<file path="src/rtl/efd_pkg.sv">
`default_nettype none

package efd_pkg;

  localparam int MAX_CHIPS_DEF = 4;
  localparam int CHANS_PER_CHIP_DEF = 8;
  localparam int TIMESTAMP_BYTES_DEF = 8;

  localparam int QUEUE_DEPTH = 4;
  localparam int OUT_DEPTH = 4;

  localparam int CFG_DATA_W = 32;

  typedef logic [0:0] cfg_idx_t;
  localparam cfg_idx_t REG_CHIP_COUNT = 1'd0;
  localparam cfg_idx_t REG_SCALE = 1'd1;

  localparam logic [2:0] CHIP_COUNT_RESET = 3'd1;

  // last byte positions within a field
  localparam logic [2:0] SEQ_LAST = 3'd3;
  localparam logic [2:0] WORD24_LAST = 3'd2;

  typedef enum logic [1:0] {
    PH_SEQ,
    PH_TIME,
    PH_STATUS,
    PH_SAMPLE
  } phase_t;

  typedef enum logic [1:0] {
    REC_HEADER,
    REC_STATUS,
    REC_CHANNEL
  } rec_type_t;

  typedef struct packed {
    rec_type_t          record_type;
    logic [31:0]        sequence_number;
    logic [63:0]        time_stamp;
    logic signed [31:0] dropped_count;
    logic [1:0]         chip_index;
    logic [7:0]         lead_off_bits;
    logic [2:0]         channel_index;
    logic signed [23:0] raw_sample;
    logic               frame_end;
  } rec_t;

  typedef struct packed {
    rec_t               rec;
    logic signed [39:0] micro_volts;
  } out_rec_t;

endpackage

`default_nettype wire

</file>
<file path="src/rtl/efd_front.sv">
`default_nettype none

module efd_front #(
  parameter int MAX_CHIPS = efd_pkg::MAX_CHIPS_DEF,
  parameter int CHANS_PER_CHIP = efd_pkg::CHANS_PER_CHIP_DEF,
  parameter int TIMESTAMP_BYTES = efd_pkg::TIMESTAMP_BYTES_DEF
) (
  input  wire logic        clk,
  input  wire logic        rst_n,
  input  wire logic        in_acc,
  input  wire logic [7:0]  in_byte,
  input  wire logic [2:0]  chip_count,
  output logic             rec_v,
  output efd_pkg::rec_t    rec
);
  import efd_pkg::*;

  localparam int TS_W = 8 * TIMESTAMP_BYTES;
  localparam int ASM_BYTES = (TIMESTAMP_BYTES > 4) ? TIMESTAMP_BYTES : 4;
  localparam int ASM_W = 8 * ASM_BYTES;
  localparam int CHIP_W = (MAX_CHIPS > 1) ? $clog2(MAX_CHIPS) : 1;
  localparam int ACT_W = 5;
  localparam logic [2:0] TS_LAST = 3'(TIMESTAMP_BYTES - 1);
  localparam logic [2:0] CH_LAST = 3'(CHANS_PER_CHIP - 1);
  localparam logic [ACT_W-1:0] MAX_ACT = ACT_W'(MAX_CHIPS);

  phase_t             phase_r, phase_nxt;
  logic [2:0]         cnt_r, cnt_nxt;
  logic [ASM_W-1:0]   asm_r, asm_nxt;
  logic [CHIP_W-1:0]  chip_r, chip_nxt;
  logic [2:0]         chan_r, chan_nxt;
  logic [31:0]        seq_r, seq_nxt;
  logic [31:0]        prev_r, prev_nxt;
  logic [TS_W-1:0]    ts_r, ts_nxt;

  logic [ASM_W-1:0]   asm_le;
  logic [23:0]        word24;
  logic [ACT_W-1:0]   active;
  logic               last_chip;

  always_comb begin
    asm_le = asm_r;
    for (int i = 0; i < ASM_BYTES; i++) begin
      if (cnt_r == 3'(i)) begin
        asm_le[8*i +: 8] = in_byte;
      end
    end
  end

  assign word24 = {asm_r[15:0], in_byte};

  // zero chips counts as one, saturate at the build limit
  always_comb begin
    if (chip_count == 3'd0) begin
      active = ACT_W'(1);
    end else if (ACT_W'(chip_count) > MAX_ACT) begin
      active = MAX_ACT;
    end else begin
      active = ACT_W'(chip_count);
    end
  end

  assign last_chip = (ACT_W'(chip_r) + ACT_W'(1)) >= active;

  always_comb begin
    phase_nxt = phase_r;
    cnt_nxt = cnt_r;
    asm_nxt = asm_r;
    chip_nxt = chip_r;
    chan_nxt = chan_r;
    seq_nxt = seq_r;
    prev_nxt = prev_r;
    ts_nxt = ts_r;
    rec_v = 1'b0;
    rec = '0;
    rec.sequence_number = seq_r;
    rec.time_stamp = 64'(ts_r);
    if (in_acc) begin
      unique case (phase_r)
        PH_SEQ: begin
          asm_nxt = asm_le;
          cnt_nxt = cnt_r + 3'd1;
          if (cnt_r == SEQ_LAST) begin
            seq_nxt = asm_le[31:0];
            cnt_nxt = 3'd0;
            phase_nxt = PH_TIME;
          end
        end
        PH_TIME: begin
          asm_nxt = asm_le;
          cnt_nxt = cnt_r + 3'd1;
          if (cnt_r == TS_LAST) begin
            ts_nxt = asm_le[TS_W-1:0];
            cnt_nxt = 3'd0;
            chip_nxt = '0;
            chan_nxt = 3'd0;
            phase_nxt = PH_STATUS;
            prev_nxt = seq_r;
            rec_v = 1'b1;
            rec.record_type = REC_HEADER;
            rec.time_stamp = 64'(asm_le[TS_W-1:0]);
            rec.dropped_count = seq_r - prev_r - 32'd1;
          end
        end
        PH_STATUS: begin
          asm_nxt[23:0] = word24;
          cnt_nxt = cnt_r + 3'd1;
          if (cnt_r == WORD24_LAST) begin
            cnt_nxt = 3'd0;
            chan_nxt = 3'd0;
            phase_nxt = PH_SAMPLE;
            rec_v = 1'b1;
            rec.record_type = REC_STATUS;
            rec.chip_index = 2'(chip_r);
            rec.lead_off_bits = word24[19:12];
          end
        end
        PH_SAMPLE: begin
          asm_nxt[23:0] = word24;
          cnt_nxt = cnt_r + 3'd1;
          if (cnt_r == WORD24_LAST) begin
            cnt_nxt = 3'd0;
            rec_v = 1'b1;
            rec.record_type = REC_CHANNEL;
            rec.chip_index = 2'(chip_r);
            rec.channel_index = chan_r;
            rec.raw_sample = word24;
            if (chan_r == CH_LAST) begin
              chan_nxt = 3'd0;
              if (last_chip) begin
                rec.frame_end = 1'b1;
                chip_nxt = '0;
                phase_nxt = PH_SEQ;
              end else begin
                chip_nxt = chip_r + CHIP_W'(1);
                phase_nxt = PH_STATUS;
              end
            end else begin
              chan_nxt = chan_r + 3'd1;
            end
          end
        end
      endcase
    end
  end

  always_ff @(posedge clk) begin
    if (!rst_n) begin
      phase_r <= PH_SEQ;
      cnt_r <= 3'd0;
      asm_r <= '0;
      chip_r <= '0;
      chan_r <= 3'd0;
      seq_r <= 32'd0;
      prev_r <= 32'd0;
      ts_r <= '0;
    end else begin
      phase_r <= phase_nxt;
      cnt_r <= cnt_nxt;
      asm_r <= asm_nxt;
      chip_r <= chip_nxt;
      chan_r <= chan_nxt;
      seq_r <= seq_nxt;
      prev_r <= prev_nxt;
      ts_r <= ts_nxt;
    end
  end

endmodule

`default_nettype wire

</file>
<file path="src/rtl/efd_queue.sv">
`default_nettype none

module efd_queue #(
  parameter int DEPTH = efd_pkg::QUEUE_DEPTH
) (
  input  wire logic     clk,
  input  wire logic     rst_n,
  input  wire logic     push,
  input  efd_pkg::rec_t din,
  input  wire logic     pop,
  output efd_pkg::rec_t dout,
  output logic          full,
  output logic          empty
);
  import efd_pkg::*;

  localparam int PTR_W = (DEPTH > 1) ? $clog2(DEPTH) : 1;
  localparam int CNT_W = $clog2(DEPTH + 1);
  localparam logic [PTR_W-1:0] PTR_LAST = PTR_W'(DEPTH - 1);

  rec_t             mem_r [DEPTH];
  logic [PTR_W-1:0] wr_r, wr_nxt;
  logic [PTR_W-1:0] rd_r, rd_nxt;
  logic [CNT_W-1:0] cnt_r, cnt_nxt;

  assign full = cnt_r == CNT_W'(DEPTH);
  assign empty = cnt_r == '0;
  assign dout = mem_r[rd_r];

  always_comb begin
    wr_nxt = wr_r;
    rd_nxt = rd_r;
    cnt_nxt = cnt_r;
    if (push) begin
      wr_nxt = (wr_r == PTR_LAST) ? '0 : wr_r + PTR_W'(1);
    end
    if (pop) begin
      rd_nxt = (rd_r == PTR_LAST) ? '0 : rd_r + PTR_W'(1);
    end
    if (push && !pop) begin
      cnt_nxt = cnt_r + CNT_W'(1);
    end else if (pop && !push) begin
      cnt_nxt = cnt_r - CNT_W'(1);
    end
  end

  always_ff @(posedge clk) begin
    if (push) begin
      mem_r[wr_r] <= din;
    end
  end

  always_ff @(posedge clk) begin
    if (!rst_n) begin
      wr_r <= '0;
      rd_r <= '0;
      cnt_r <= '0;
    end else begin
      wr_r <= wr_nxt;
      rd_r <= rd_nxt;
      cnt_r <= cnt_nxt;
    end
  end

endmodule

`default_nettype wire

</file>
<file path="src/rtl/efd_back.sv">
`default_nettype none

module efd_back (
  input  wire logic        clk,
  input  wire logic        rst_n,
  input  wire logic [31:0] scale,
  input  wire logic        q_empty,
  input  efd_pkg::rec_t    q_head,
  output logic             q_pop,
  input  wire logic        out_pop,
  output logic             out_empty,
  output efd_pkg::out_rec_t out_head
);
  import efd_pkg::*;

  localparam int DEPTH = OUT_DEPTH;
  localparam int PTR_W = (DEPTH > 1) ? $clog2(DEPTH) : 1;
  localparam int CNT_W = $clog2(DEPTH + 1);
  localparam logic [PTR_W-1:0] PTR_LAST = PTR_W'(DEPTH - 1);

  rec_t               stage_r;
  logic               stage_v_r;
  logic signed [56:0] prod;
  logic [CNT_W:0]     credit;

  out_rec_t           mem_r [DEPTH];
  logic [PTR_W-1:0]   wr_r, wr_nxt;
  logic [PTR_W-1:0]   rd_r, rd_nxt;
  logic [CNT_W-1:0]   cnt_r, cnt_nxt;
  logic               pop_acc;

  // pull a word only when the output queue has room for it and the one in flight
  assign credit = {1'b0, cnt_r} + (CNT_W + 1)'(stage_v_r);
  assign q_pop = !q_empty && (credit < (CNT_W + 1)'(DEPTH));

  assign prod = $signed(stage_r.raw_sample) * $signed({1'b0, scale});

  assign pop_acc = out_pop && !out_empty;
  assign out_empty = cnt_r == '0;
  assign out_head = mem_r[rd_r];

  always_comb begin
    wr_nxt = wr_r;
    rd_nxt = rd_r;
    cnt_nxt = cnt_r;
    if (stage_v_r) begin
      wr_nxt = (wr_r == PTR_LAST) ? '0 : wr_r + PTR_W'(1);
    end
    if (pop_acc) begin
      rd_nxt = (rd_r == PTR_LAST) ? '0 : rd_r + PTR_W'(1);
    end
    if (stage_v_r && !pop_acc) begin
      cnt_nxt = cnt_r + CNT_W'(1);
    end else if (pop_acc && !stage_v_r) begin
      cnt_nxt = cnt_r - CNT_W'(1);
    end
  end

  always_ff @(posedge clk) begin
    if (q_pop) begin
      stage_r <= q_head;
    end
    if (stage_v_r) begin
      mem_r[wr_r] <= '{rec: stage_r, micro_volts: prod[55:16]};
    end
  end

  always_ff @(posedge clk) begin
    if (!rst_n) begin
      stage_v_r <= 1'b0;
      wr_r <= '0;
      rd_r <= '0;
      cnt_r <= '0;
    end else begin
      stage_v_r <= q_pop;
      wr_r <= wr_nxt;
      rd_r <= rd_nxt;
      cnt_r <= cnt_nxt;
    end
  end

endmodule

`default_nettype wire

</file>
<file path="src/rtl/eeg_frame_deframer.sv">
// Channel  Direction  Handshake          Payload
// in_      input      push / full        data_byte
// out_     output     empty / pop        record_type .. frame_end, micro_volts
// cfg_     input      we (no wait)       index, data (chip_count, scale_q16_16)
//
// One byte is taken every cycle while full is low; in_full rises only when the
// four-entry record queue between decoder and scaler is full.
// A record reaches the out_ ports through three registered steps after the byte that completes it
// (decode into the queue, queue to multiply stage, multiply into output queue).
// Reset is synchronous and empties both queues; the decoder restarts at a sequence number.
// A stalled output fills the output queue, then the record queue, then raises in_full.
`default_nettype none

module eeg_frame_deframer #(
  parameter int MAX_CHIPS = efd_pkg::MAX_CHIPS_DEF,
  parameter int CHANS_PER_CHIP = efd_pkg::CHANS_PER_CHIP_DEF,
  parameter int TIMESTAMP_BYTES = efd_pkg::TIMESTAMP_BYTES_DEF
) (
  input  wire logic                       clk,
  input  wire logic                       rst_n,
  input  wire logic                       in_push,
  output logic                            in_full,
  input  wire logic [7:0]                 in_data_byte,
  output logic                            out_empty,
  input  wire logic                       out_pop,
  output logic [1:0]                      out_record_type,
  output logic [31:0]                     out_sequence_number,
  output logic [63:0]                     out_time_stamp,
  output logic signed [31:0]              out_dropped_count,
  output logic [1:0]                      out_chip_index,
  output logic [7:0]                      out_lead_off_bits,
  output logic [2:0]                      out_channel_index,
  output logic signed [23:0]              out_raw_sample,
  output logic signed [39:0]              out_micro_volts,
  output logic                            out_frame_end,
  input  wire logic                       cfg_we,
  input  efd_pkg::cfg_idx_t               cfg_index,
  input  wire logic [efd_pkg::CFG_DATA_W-1:0] cfg_data
);
  import efd_pkg::*;

  logic [2:0]  chip_count_r;
  logic [31:0] scale_r;

  logic        in_acc;
  logic        rec_v;
  rec_t        rec;
  rec_t        q_head;
  logic        q_full;
  logic        q_empty;
  logic        q_pop;
  out_rec_t    out_head;

  always_ff @(posedge clk) begin
    if (!rst_n) begin
      chip_count_r <= CHIP_COUNT_RESET;
      scale_r <= 32'd0;
    end else if (cfg_we) begin
      unique case (cfg_index)
        REG_CHIP_COUNT: chip_count_r <= cfg_data[2:0];
        REG_SCALE:      scale_r <= cfg_data[31:0];
        default: ;
      endcase
    end
  end

  assign in_full = q_full;
  assign in_acc = in_push && !q_full;

  efd_front #(
    .MAX_CHIPS(MAX_CHIPS),
    .CHANS_PER_CHIP(CHANS_PER_CHIP),
    .TIMESTAMP_BYTES(TIMESTAMP_BYTES)
  ) u_front (
    .clk(clk),
    .rst_n(rst_n),
    .in_acc(in_acc),
    .in_byte(in_data_byte),
    .chip_count(chip_count_r),
    .rec_v(rec_v),
    .rec(rec)
  );

  efd_queue #(
    .DEPTH(QUEUE_DEPTH)
  ) u_queue (
    .clk(clk),
    .rst_n(rst_n),
    .push(rec_v),
    .din(rec),
    .pop(q_pop),
    .dout(q_head),
    .full(q_full),
    .empty(q_empty)
  );

  efd_back u_back (
    .clk(clk),
    .rst_n(rst_n),
    .scale(scale_r),
    .q_empty(q_empty),
    .q_head(q_head),
    .q_pop(q_pop),
    .out_pop(out_pop),
    .out_empty(out_empty),
    .out_head(out_head)
  );

  assign out_record_type = out_head.rec.record_type;
  assign out_sequence_number = out_head.rec.sequence_number;
  assign out_time_stamp = out_head.rec.time_stamp;
  assign out_dropped_count = out_head.rec.dropped_count;
  assign out_chip_index = out_head.rec.chip_index;
  assign out_lead_off_bits = out_head.rec.lead_off_bits;
  assign out_channel_index = out_head.rec.channel_index;
  assign out_raw_sample = out_head.rec.raw_sample;
  assign out_micro_volts = out_head.micro_volts;
  assign out_frame_end = out_head.rec.frame_end;

`ifndef ASSERT_OFF
  a_reset_drains: assert property (@(posedge clk)
    !rst_n |=> (out_empty && !in_full))
    else $error("queues not empty after reset");

  a_header_clean: assert property (@(posedge clk) disable iff (!rst_n)
    (!out_empty && out_record_type == REC_HEADER) |->
      (out_chip_index == 2'd0 && out_raw_sample == 24'sd0 && out_micro_volts == 40'sd0))
    else $error("header word carries sample fields");

  a_frame_end_on_channel: assert property (@(posedge clk) disable iff (!rst_n)
    (!out_empty && out_frame_end) |-> (out_record_type == REC_CHANNEL))
    else $error("frame end flagged on a non-channel word");
`endif

endmodule

`default_nettype wire
</file>
<file path="config.mk">
export PLATFORM = sky130hd
export DESIGN_NAME = eeg_frame_deframer
export DESIGN_NICKNAME = d
export VERILOG_FILES = /design/src/rtl/efd_pkg.sv /design/src/rtl/efd_front.sv /design/src/rtl/efd_queue.sv /design/src/rtl/efd_back.sv /design/src/rtl/eeg_frame_deframer.sv
export SDC_FILE = /design/constraint.sdc
export NUM_CORES = 2
export LEC_CHECK = 0
export BUFFER_PORTS_ARGS = -buffer_cell sky130_fd_sc_hd__buf_2
export CORE_MARGIN = 5
export CORE_UTILIZATION = 43
export CTS_BUF_LIST = sky130_fd_sc_hd__clkbuf_2
export DETAILED_ROUTE_END_ITERATION = 8
export PLACE_DENSITY = 0.58
export SKIP_LAST_GASP = 1
export SYNTH_ARGS = -nofsm -noshare
export SYNTH_HDL_FRONTEND = slang
export SYNTH_SLANG_ARGS = --single-unit
</file>
<file path="constraint.sdc">
create_clock -name clk -period 8.41 [get_ports clk]
set_input_delay 1.682 -clock clk [delete_from_list [all_inputs] [get_ports clk]]
set_output_delay 1.682 -clock clk [all_outputs]
set_load 0.01 [all_outputs]
</file>
==> metrics.sh <==
OUTCOME='finished clean'
MAX_FREQ_GHz=0.1263
CHIPHEIGHT_UM=483.4
GRT_START_MAX_NET_PINS=121
P_LEAK_nW=40.38
FINAL_LAYOUT_SIZE_SUFFIX_GT1_SHARE_PCT=21.05
ASYNCSETRESETFLOPFRACSYNTH_PCT=0
CRITICAL_PATH.REG2REG.STARTPOINT='u_back.stage_r[17]$_DFFE_PP_'
SYNTH_FF_TYPE='sky130_fd_sc_hd__edfxtp_1'
SYNTH_SEQUENTIAL_AREA_RATIO_PCT=57.20
SETUP_CRIT_START_KIND='register'
SYNTH-EDFF-COUNT=1672
CLOCK_TREE.ROOT_CELL='sky130_fd_sc_hd__clkbuf_2'
CTS.HTREE.LEVELS=5
CRIT_END='u_back.mem_r[3][36]$_DFFE_PP_'
SEQUENTIAL_CELL_AREA_UM2=55150
CTS_INSERTED_BUFFERS=482
GRT_BUSIEST_LAYER='met2'
FINALINSTANCEAREA_UM2=106300
GRT_PASS1_VIAS=58330
TIMING.REG2REG.SETUP_SLACK_NS=0.49
BOUNDARYPINS=256
ANTENNA_LEFT=0
SYNTH_AREA_UM2=96380
DRV.MAX_CAP_VIOLATION_COUNT=0
PATH_CLASS='reg2reg'
MIN_DELAY_PATH_DEPTH=3
FIN_WS_NS=0.4941
SYNTHESIS_STAGE_REGISTER_BIT_COUNT=1918
TIMING.MAX_SLEW.REL_SLACK_PCT=17.94
VIAS=54410
FLOORPLAN.INITIALDENSITY_PCT=43.27
POWER_DENSITY_nW_PER_UM2=337.0
FINALCRITICALPERIOD_NS=7.916
WORSTREG2REGEND='u_back.mem_r[3][36]$_DFFE_PP_'
GRT_SETUP_UNREPAIRED='no'
SYN_TO_FINAL_GROWTH_PCT=10.31
SETUP_VIOL=0
CTS_TREE='yes'
FP.DIEW_UM=483.4
HOLD_PATH.CLASS='in2reg'
MULTI_INPUT_AREA_UM2=36990
TOTAL_TRACK_USAGE_PCT=20.39
GRTUSAGEMET2_PCT=31.31
TIGHTEST_SLEW_NS=1.231
PLACEDINSTANCEAREA_UM2=101600
CLOCK_SINKS=1918
SLEW_VIOL_FINAL=0
FIN_CELLS=10490
GRTUSAGEMET3_PCT=5.274
CTS.REPORTEDPATHS.CLKPINSLEW_NS=0.12
DRT_FIRST_PASS_ITERS=6
FINAL_HOLD_VIOL_COUNT=0
GLOBAL_ROUTE.USAGE.MET1_PCT=28.93
CORE-AREA_UM2=222700
FILL_CELLS=19630
SYNTHESIS.NETS=7518
PLACEDCELLCOUNT=9584
SYNTH_TOP_AREA_SHARE_PCT=52.09
POST-ROUTE-DRC-COUNT=0
ROUTE.DETAILED.VIAS_PER_INST=5.189
GRT_PASS1_WL_MM=362.7
FINALWEIGHTEDCONGESTION=0.8847
ENDPOINT_KIND='register'
SYNTH.AVG_CELL_AREA_UM2=14.72
FINAL_SETUP_SKEW_NS=0.2446
CTS_MAX_PATH_BUFFERS=4
GR-TOTAL-OVERFLOW=0
CLK_LATENCY_NS=1.92
ROUTE.DETAILED.WL_PER_INST_UM=22.58
LAYOUT.NETS=8105
DRT_ITER0_DRCS=4030
YS_WARN_COUNT=0
REQUIRED_NS=9.99
YS_TYPES=73
GRT_ANTENNA_BEFORE_REPAIR=11
SYNTH_TOP_AREA_CELL='sky130_fd_sc_hd__edfxtp_1'
POST-DP-HPWL_MM=159.0
CRITICAL_PATH.STARTPOINT='u_back.stage_r[17]$_DFFE_PP_'
WORST_R2R_PATH_DEPTH=20
P_TOTAL_W=0.03584
NUMBER_OF_PORT_BUFFERS=255
WORST-ENDPOINT-ARRIVAL_NS=9.50
DRT_WL_TOTAL_MM=236.8
FINALCRITPERIODSHARE_PCT=94.12
WORST_IR_DROP_ON_VDD_mV=0.3852
POST_SYNTH_INST_COUNT=6548
CRIT_FANOUT=20
DIE-AREA_UM2=233700
STD_CELL_ROWS=173
TNS_NS=0
DPL_WORST_SLACK_NS=0.5473
MOST_AREA_CONSUMING_CELLS_AFTER_SYNTHESIS='sky130_fd_sc_hd__edfxtp_1, sky130_fd_sc_hd__fa_1, sky130_fd_sc_hd__mux4_2'
[Yosys cell counts, types with 20 or more instances]
cell type                  instances
sky130_fd_sc_hd__and2_1          453
sky130_fd_sc_hd__mux4_2          376
sky130_fd_sc_hd__dfxtp_1         246
sky130_fd_sc_hd__nor2_1          145
sky130_fd_sc_hd__clkbuf_1        260
sky130_fd_sc_hd__nand3_1          32
sky130_fd_sc_hd__nor3_1           39
sky130_fd_sc_hd__fa_1            660
sky130_fd_sc_hd__nand2_1         673
sky130_fd_sc_hd__o21ai_0         133
sky130_fd_sc_hd__a211oi_1         51
sky130_fd_sc_hd__nand2b_1         32
sky130_fd_sc_hd__nor2b_1          47
sky130_fd_sc_hd__xnor2_1          41
sky130_fd_sc_hd__xor2_1           20
sky130_fd_sc_hd__inv_1           789
sky130_fd_sc_hd__and3_1           42
sky130_fd_sc_hd__a21oi_1         209
sky130_fd_sc_hd__a21o_1           39
sky130_fd_sc_hd__mux2i_1          84
sky130_fd_sc_hd__ha_1            264
sky130_fd_sc_hd__buf_1            77
sky130_fd_sc_hd__edfxtp_1       1672
[metal layers]
metal	vias up	share of wire, %
li1	24310	-
met1	28070	45
met2	1690	46
met3	331	7.0
met4	8	2.2
met5	-	0.026
[logic make-up (layout without fill, tap and decap cells)]
group,count (synthesis),after routing,share of synthesized area (%)
XOR/XNOR,61,61,0.5543
buffers and inverters,1141,2095,4.469
AND/OR/NAND/NOR,1531,1531,7.819
adder cells (fa/ha/maj),924,924,17.14
AO/OA/AOI/OAI,513,513,3.164
multiplexers,460,460,9.658
flip-flops,1918,1918,57.20
other,0,10,0
[repair_timing]
item / in CTS / in global routing
hold endpoints to repair: 52 / 0
gates resized for setup: 0 / 1
hold buffers: 39 / 0
buffers inserted: 0 / 3
setup endpoints to repair: 0 / 4
[stage by stage]
stage / hold WS (ns) / util (%)
2_1_floorplan: 0.4357 / -
3_3_place_gp: 0.4417 / 45.60
6_report: 0.2711 / 47.74
3_5_place_dp: 0.4470 / 45.60
4_1_cts: 0.01156 / 47.72
5_1_grt: 0.1201 / 47.73
[placed cells by master (no fill, tap or decap), types with 8 or more instances in the layout]
| master | count |
|---|---|
| sky130_fd_sc_hd__dlygate4sd3_1 | 39 |
| sky130_fd_sc_hd__nand2_1 | 673 |
| sky130_fd_sc_hd__clkinv_1 | 98 |
| sky130_fd_sc_hd__mux4_2 | 376 |
| sky130_fd_sc_hd__buf_4 | 138 |
| sky130_fd_sc_hd__o21ai_0 | 133 |
| sky130_fd_sc_hd__buf_12 | 22 |
| sky130_fd_sc_hd__nand3b_1 | 18 |
| sky130_fd_sc_hd__and2_1 | 445 |
| sky130_fd_sc_hd__a21o_1 | 39 |
| sky130_fd_sc_hd__nor3_1 | 39 |
| sky130_fd_sc_hd__a21oi_1 | 209 |
| sky130_fd_sc_hd__xor2_1 | 20 |
| sky130_fd_sc_hd__diode_2 | 10 |
| sky130_fd_sc_hd__and2_4 | 8 |
| sky130_fd_sc_hd__mux2i_1 | 84 |
| sky130_fd_sc_hd__clkinv_2 | 18 |
| sky130_fd_sc_hd__nor2_1 | 143 |
| sky130_fd_sc_hd__inv_1 | 788 |
| sky130_fd_sc_hd__o21bai_1 | 18 |
| sky130_fd_sc_hd__a211oi_1 | 51 |
| sky130_fd_sc_hd__buf_2 | 255 |
| sky130_fd_sc_hd__nand3_1 | 31 |
| sky130_fd_sc_hd__clkbuf_2 | 721 |
| sky130_fd_sc_hd__edfxtp_1 | 1672 |
| sky130_fd_sc_hd__nand4_1 | 13 |
| sky130_fd_sc_hd__xnor2_1 | 41 |
| sky130_fd_sc_hd__dfxtp_1 | 241 |
| sky130_fd_sc_hd__ha_1 | 264 |
| sky130_fd_sc_hd__fa_1 | 660 |
| sky130_fd_sc_hd__nor2b_1 | 45 |
| sky130_fd_sc_hd__nand2b_1 | 32 |
| sky130_fd_sc_hd__and3_1 | 41 |
[final cells by class]
type | instances | area share [%]
Inverter | 790 | 2.798
Antenna cell | 10 | 0.02353
Timing Repair Buffer | 454 | 2.956
Clock buffer | 721 | 3.394
Sequential cell | 1918 | 51.87
Clock inverter | 130 | 0.6684
Tap cell | 2975 | 3.501
Multi-Input combinational cell | 3489 | 34.79
[sequential cells by signal, indices dropped and copies added, names as in the netlist, 3 cells and up, named ones only]
register        cells
u_front.prev_r     32
u_front.ts_r       64
chip_count_r        3
u_back.stage_r    168
u_front.asm_r      56
u_queue.mem_r     672
u_queue.cnt_r       3
u_back.cnt_r        3
scale_r            32
u_back.mem_r      832
u_front.cnt_r       3
u_front.chan_r      3
u_front.seq_r      32
[how the worst min path moves through the flow]
stage	startpoint	to
after CTS	in_data_byte[3]	u_front.seq_r[27]$_SDFFE_PN0P_
after global placement	u_front.asm_r[31]$_SDFFE_PN0P_	u_front.asm_r[31]$_SDFFE_PN0P_
final	cfg_data[31]	scale_r[31]$_SDFFE_PN0P_
after detailed placement	u_front.prev_r[1]$_SDFFE_PN0P_	u_front.prev_r[1]$_SDFFE_PN0P_
after global routing	cfg_data[31]	scale_r[31]$_SDFFE_PN0P_
after floorplan	u_front.asm_r[24]$_SDFFE_PN0P_	u_front.asm_r[24]$_SDFFE_PN0P_
[worst max-delay path: stages (launching register included)]
cell and delay (ns):
sky130_fd_sc_hd__edfxtp_1 0.78, sky130_fd_sc_hd__buf_4 0.41, sky130_fd_sc_hd__nand2_1 0.13, sky130_fd_sc_hd__fa_1 0.54
sky130_fd_sc_hd__inv_1 0.05, sky130_fd_sc_hd__fa_1 0.40, sky130_fd_sc_hd__fa_1 0.50, sky130_fd_sc_hd__fa_1 0.64
sky130_fd_sc_hd__fa_1 0.47, sky130_fd_sc_hd__fa_1 0.53, sky130_fd_sc_hd__inv_1 0.06, sky130_fd_sc_hd__fa_1 0.48
sky130_fd_sc_hd__inv_1 0.04, sky130_fd_sc_hd__ha_1 0.41, sky130_fd_sc_hd__nand4_1 0.16, sky130_fd_sc_hd__or4_1 0.62
sky130_fd_sc_hd__a21oi_2 0.16, sky130_fd_sc_hd__o21bai_1 0.13, sky130_fd_sc_hd__a2111o_1 0.53, sky130_fd_sc_hd__a311o_1 0.32
sky130_fd_sc_hd__xnor2_1 0.30
[where the power goes]
part	switching [W]	leakage (nW)	internal [W]
Clock	0.00366	3.34	0.00249
Sequential	0.000953	17.4	0.0134
Combinational	0.00954	19.7	0.00580
Power figures use the tool's default switching activity.
